===== config.mk =====
export PLATFORM = sky130hd
export DESIGN_NAME = oaht_ctrl
export DESIGN_NICKNAME = d
export VERILOG_FILES = /design/src/rtl/oaht_pkg.sv /design/src/rtl/oaht_ctrl.sv
export SDC_FILE = /design/constraint.sdc
export NUM_CORES = 1
export LEC_CHECK = 0
export ABC_AREA = 1
export BUFFER_PORTS_ARGS = -buffer_cell sky130_fd_sc_hd__clkbuf_2
export CAP_MARGIN = 30
export CORE_AREA = 8 8 45 47
export DETAILED_ROUTE_END_ITERATION = 12
export DIE_AREA = 0 0 53 55
export PLACE_DENSITY_LB_ADDON = 0.05
export REMOVE_ABC_BUFFERS = 1
export SETUP_SLACK_MARGIN = 0.05
export SLEW_MARGIN = 25
export SYNTH_ARGS = -nofsm -noshare
export SYNTH_HDL_FRONTEND = slang
export SYNTH_SLANG_ARGS = --single-unit

===== constraint.sdc =====
create_clock -name aclk -period 1.15 [get_ports aclk]
set_input_delay 0.0575 -clock aclk [delete_from_list [all_inputs] [get_ports aclk]]
set_output_delay 0.0575 -clock aclk [all_outputs]
set_load 0.03 [all_outputs]

===== src/rtl/oaht_pkg.sv =====
package oaht_pkg;

    localparam int OP_W   = 2;
    localparam int KEY_W  = 32;
    localparam int HASH_W = 32;
    localparam int LEN_W  = 16;
    localparam int VAL_W  = 64;

    localparam int S_TDATA_W = KEY_W + HASH_W + LEN_W + VAL_W;
    localparam int M_BITS_W  = 1 + VAL_W + KEY_W + 1;
    localparam int M_TDATA_W = ((M_BITS_W + 7) / 8) * 8;
    localparam int M_PAD_W   = M_TDATA_W - M_BITS_W;

    typedef enum logic [1:0] {
        OP_GET    = 2'd0,
        OP_SET    = 2'd1,
        OP_REMOVE = 2'd2,
        OP_FIND   = 2'd3
    } op_t;

    typedef enum logic [1:0] {
        TAG_EMPTY = 2'd0,
        TAG_TOMB  = 2'd1,
        TAG_USED  = 2'd2
    } tag_t;

    typedef enum logic [2:0] {
        ST_CLEAR,
        ST_IDLE,
        ST_READ,
        ST_CHECK,
        ST_DONE
    } state_t;

    // Input beat, last field in the lowest bits.
    typedef struct packed {
        logic [VAL_W-1:0]  value_in;
        logic [LEN_W-1:0]  key_length;
        logic [HASH_W-1:0] key_hash;
        logic [KEY_W-1:0]  key_id;
    } in_beat_t;

    // Result beat, last field in the lowest bits.
    typedef struct packed {
        logic [M_PAD_W-1:0] pad;
        logic               full_res;
        logic [KEY_W-1:0]   key_out;
        logic [VAL_W-1:0]   value_out;
        logic               hit;
    } out_beat_t;

    typedef struct packed {
        logic [KEY_W-1:0]  key;
        logic [HASH_W-1:0] hash;
        logic [LEN_W-1:0]  len;
        logic [VAL_W-1:0]  value;
    } entry_t;

    typedef struct packed {
        logic clear_step;
        logic start;
        logic check;
        logic out_load;
    } cmd_t;

    typedef struct packed {
        logic clear_last;
        logic skip;
        logic done;
        logic out_free;
    } status_t;

endpackage


===== src/rtl/oaht_ctrl.sv =====
module oaht_ctrl (
    input  logic              aclk,
    input  logic              aresetn,
    input  logic              s_tvalid,
    output logic              s_tready,
    input  oaht_pkg::status_t st,
    output oaht_pkg::cmd_t    cmd
);

    oaht_pkg::state_t state_reg;
    oaht_pkg::state_t state_next;

    always_ff @(posedge aclk) begin
        if (!aresetn) begin
            state_reg <= oaht_pkg::ST_CLEAR;
        end else begin
            state_reg <= state_next;
        end
    end

    always_comb begin
        state_next = state_reg;
        cmd        = '0;
        s_tready   = 1'b0;
        case (state_reg)
            oaht_pkg::ST_CLEAR: begin
                cmd.clear_step = 1'b1;
                if (st.clear_last) begin
                    state_next = oaht_pkg::ST_IDLE;
                end
            end
            oaht_pkg::ST_IDLE: begin
                s_tready = 1'b1;
                if (s_tvalid) begin
                    cmd.start  = 1'b1;
                    state_next = oaht_pkg::ST_READ;
                end
            end
            oaht_pkg::ST_READ: begin
                // An empty table answers lookups without probing.
                if (st.skip) begin
                    state_next = oaht_pkg::ST_DONE;
                end else begin
                    state_next = oaht_pkg::ST_CHECK;
                end
            end
            oaht_pkg::ST_CHECK: begin
                cmd.check = 1'b1;
                if (st.done) begin
                    state_next = oaht_pkg::ST_DONE;
                end else begin
                    state_next = oaht_pkg::ST_READ;
                end
            end
            oaht_pkg::ST_DONE: begin
                if (st.out_free) begin
                    cmd.out_load = 1'b1;
                    state_next   = oaht_pkg::ST_IDLE;
                end
            end
            default: begin
                state_next = oaht_pkg::ST_CLEAR;
            end
        endcase
    end

    a_check_after_read: assert property (@(posedge aclk) disable iff (!aresetn)
        state_reg == oaht_pkg::ST_CHECK |-> $past(state_reg) == oaht_pkg::ST_READ)
        else $error("slot checked without a preceding read");

    a_done_waits: assert property (@(posedge aclk) disable iff (!aresetn)
        (state_reg == oaht_pkg::ST_DONE && !st.out_free) |=> state_reg == oaht_pkg::ST_DONE)
        else $error("result left before the output register was free");

endmodule


Word level (Yosys, flattened, before mapping)
Cells that the tools add are included.
- equal/unequal tests: 7
- muxes and demuxes: 13
- reductions and logical operators: 2
- operators by type and width (operator ; count):
    3-bit two-way mux ; 5
    3-bit one-hot mux with 5 select lines ; 1
    1-bit two-way mux ; 7
    3-bit by 2-bit equality test with 1-bit output, second input constant ; 2
    2-bit inequality test, second input constant ; 3
    3-bit by 1-bit equality test with 1-bit output, second input constant ; 1
    3-bit equality test, second input constant ; 1
    3-bit zero test ; 1
    3-bit AND reduction ; 1
- register bits after elaboration: 3
- output and inout bits: 5
- logic and storage cells: 23

Longest topological paths before layout
- depth in word-level cells: 3
- mapped depth: 6
- depth with buffers taken out: 6

Least setup slack after synthesis
Ideal clock, no wire load.
- kind: reg2reg
- start: reg state_reg[0]
- end: reg state_reg[1]
- arrival: 1.043 ns
- path slack: 0.045 ns
- stages on the path, launching flop included: 7
- buffers on the path: 0
- clock period less this slack: 1.105 ns
- cell sequence: dfxtp_1 -> nand2_1 -> nor2_2 -> nand2_2 -> nand3_2 -> nand2_1 -> nor2_2
- cells in the longest elaborated chain, start to end: 3
- elaborated cells on any way between the ends: 10
- those cells by class: eq/ne: 7; mux: 1; reduce/logical: 2
- RTL lines (element ; RTL line ; source):
    from (decl) ; oaht_ctrl.sv:10 ; oaht_pkg::state_t state_reg;
    from (signal assigned) ; oaht_ctrl.sv:15 ; state_reg <= oaht_pkg::ST_CLEAR;
    from (signal assigned) ; oaht_ctrl.sv:17 ; state_reg <= state_next;
    3-bit equality test (tied with other cells) ; oaht_ctrl.sv:25 ; case (state_reg)
    2-bit inequality test (no source line) ; - ;
    3-bit AND reduction (no source line) ; - ;
Parallel ways exist; a longest one is shown, timed or not.
A chain may end at the register's enable or synchronous reset.

==> results.yml <==
outcome:
  run_status: "complete, no violations"
cells_and_area:
  syn_to_final_growth_pct: 70.68
  layout_common_cells: "inv_1 (11), nand2_1 (7), nand3_1 (6), clkbuf_2 (6), nor2_1 (5)"
  largest_register_ffs: 3
  fin_nets: 67
  n_antenna_cell: 0
  utilization: 0.2948
  drive_above_1_share: 0.4576
  final_common_cell: "inv_1"
synth:
  postSynthCellCount: 43
  synth_area_um2: 239.0
  ys_seq_elements: 3
  synthMuxAreaShare: 0
  yosysTopAreaCell: "dfxtp_1"
  synth_top_family_by_area: "simple AND/OR/NAND/NOR gates"
  ys_seq_area_frac: 0.2513
  synth_top_area_share: 0.2513
  syn_avg_cell_area_um2: 5.558
  synth_compound_area_frac: 0
  yosys_warnings: 0
  ys_types: 10
  yosys.area_share.simple: 0.5602
  synthAdderAreaFrac: 0
  synth_area_leaders: "dfxtp_1 (25%), inv_1 (17%), nand3_1 (13%), nand2_1 (13%), nor2_1 (11%)"
  synth-xor-area-share: 0
critical_path:
  r2r_slack_ns: 0.19
  crit_fanout: 5
  cp_top_family: "flip-flops"
  crit_required_ns: 1.09
  arrival_ns: 1.04
  crit_chain: "nor2_4 -> nand2_2 -> nor2_2 -> clkbuf_8"
  path_depth: 4
  start_kind: "flip-flop"
  timing.rr.end: "state_reg[1]"
  cp_slowest_cell: "dfxtp_4"
  r2r_cells: 6
  r2r_start: "state_reg[1]"
  critPathMaxStageDelay_ns: 0.36
  crit_buf_inv: 1
  end_kind: "output port"
  critical_path_class: "reg -> out"
route:
  vias_per_cell: 3.947
  post-route-drc-count: 0
  wl_per_cell_um: 9.600
  postRouteAntennaNets: 0
  wirelength_um: 720
  initialDrtViolationCount: 8
  first_pass_iters: 4
  vias: 296
global_route:
  track_usage: 0.05295
  grt_max_degree: 7
  grt.overflow.total: 0
  grt_first_pass_wirelength_um: 1041
  antenna_found_initial: 0
  grt_pass1_vias: 265
cts:
  clk_pin_slew_ns: 0.04
  cts_num_sinks: 3
  htree_levels: 1
  cts-root-buf: "clkbuf_4"
  clkLatencyLatePin_ns: 0.23
  cts_buffers: 3
  cts_tree: "built"
  cts_buffer_depth: 2
  ctsHoldBuffers: 0
power:
  powerDensity_nw_per_um2: 1369
  cellLeakagePower_uw: 0.0002394
  ir_worst_vdd_mv: 0.4319
hold_path:
  hold_path_depth: 3
  hold_class: "in -> reg"
  worstHoldStart: "aresetn"
  hold_path_end: "state_reg[1]"
placed_design:
  dp_hpwl_um: 558.5
  pre_cts_ws_ns: 0.1523
  portBuffers: 11
  gp_congestion: 0.7487
floorplanning:
  fp.dieW_um: 53
  start_util: 0.1727
  die_h_um: 55
  coreArea_um2: 1384
  ios: 12
  die-area_um2: 2915
  floorplan.rows: 14
timing:
  fin_crit_sh: 0.9533
  setup_slack_ns: 0.05374
  rsz0062_at_grt: "yes"
  relSlewSlack: 0.8988
  fmax_mhz: 912.2
  timing.clock.skew_ns: 0.00004435
  period_minus_slack_ns: 1.096
  setup_violations: 0
  hold_viol: 0
  slew_violations: 0
  tightestPinTransition_ns: 0.1514
flow_run:
  cap_violations: 0
==> worst reg2reg max path: cells and delay by family, from the launching register on <==
family	cells	cell delay, ns
simple gates	5	0.40
flops	1	0.36
buf+inv	1	0.09
==> layout make-up <==
cell class                      instances  area (µm²)
Fill cell                             158       975.9
Multi-Input combinational cell         28       156.4
Timing Repair Buffer                   12       88.84
Sequential cell                         3       71.32
Inverter                               12       45.04
Clock buffer                            4       26.28
Tap cell                               16       20.02
==> per-layer routing <==
layer  global-route usage  vias up  wire (µm)
met5                    0        -          0
met1              0.04697      127        292
met4              0.06466        0          0
met3              0.02406        0         61
met2              0.08203        7        366
li1                     -      162          -
==> cell families after synthesis <==
group,after synthesis
flops,3
buf+inv,12
simple gates,28
==> through the flow <==
stage / total power, µW / std cells / TNS, ns / cell area [µm²] / hold slack [ns]
4_1_cts: 547.2 / 75 / -0.003245 / 376.6 / 0.04326
5_1_grt: 611.6 / 75 / -0.04270 / 407.9 / 0.05771
3_3_place_gp: 325.1 / 70 / 0 / 314.1 / 0.2984
2_1_floorplan: 267.2 / 43 / 0 / 239.0 / 0.1551
3_5_place_dp: 319.6 / 70 / 0 / 314.1 / 0.2882
6_report: 558.4 / 75 / 0 / 407.9 / 0.05752
==> where the power goes <==
part | switching [µW] | internal [µW] | leakage [µW]
combinational | 131 | 101 | 0.000198
sequential | 26.8 | 119 | 0.0000267
clock | 50.8 | 130 | 0.0000150
==> worst max path at each step <==
stage	start	to
after floorplan	state_reg[0]	state_reg[1]
after global placement	state_reg[2]	state_reg[0]
after detailed placement	state_reg[1]	state_reg[1]
after CTS	state_reg[1]	cmd[3]
after global routing	state_reg[1]	cmd[3]
final	state_reg[1]	cmd[2]
==> Yosys cell counts, drive strengths merged <==
library cell and count:
dfxtp 3, inv 12, nand2 9, nand3 7, nand4 2, nor2 10
==> repair_timing <==
action | CTS | global route
gates resized for setup | 10 | 13
hold endpoints to repair | 0 | 0
buffers inserted | 1 | 0
pin swaps | 1 | 1
setup endpoints to repair | 5 | 5
(Power assumes the default switching activity.)
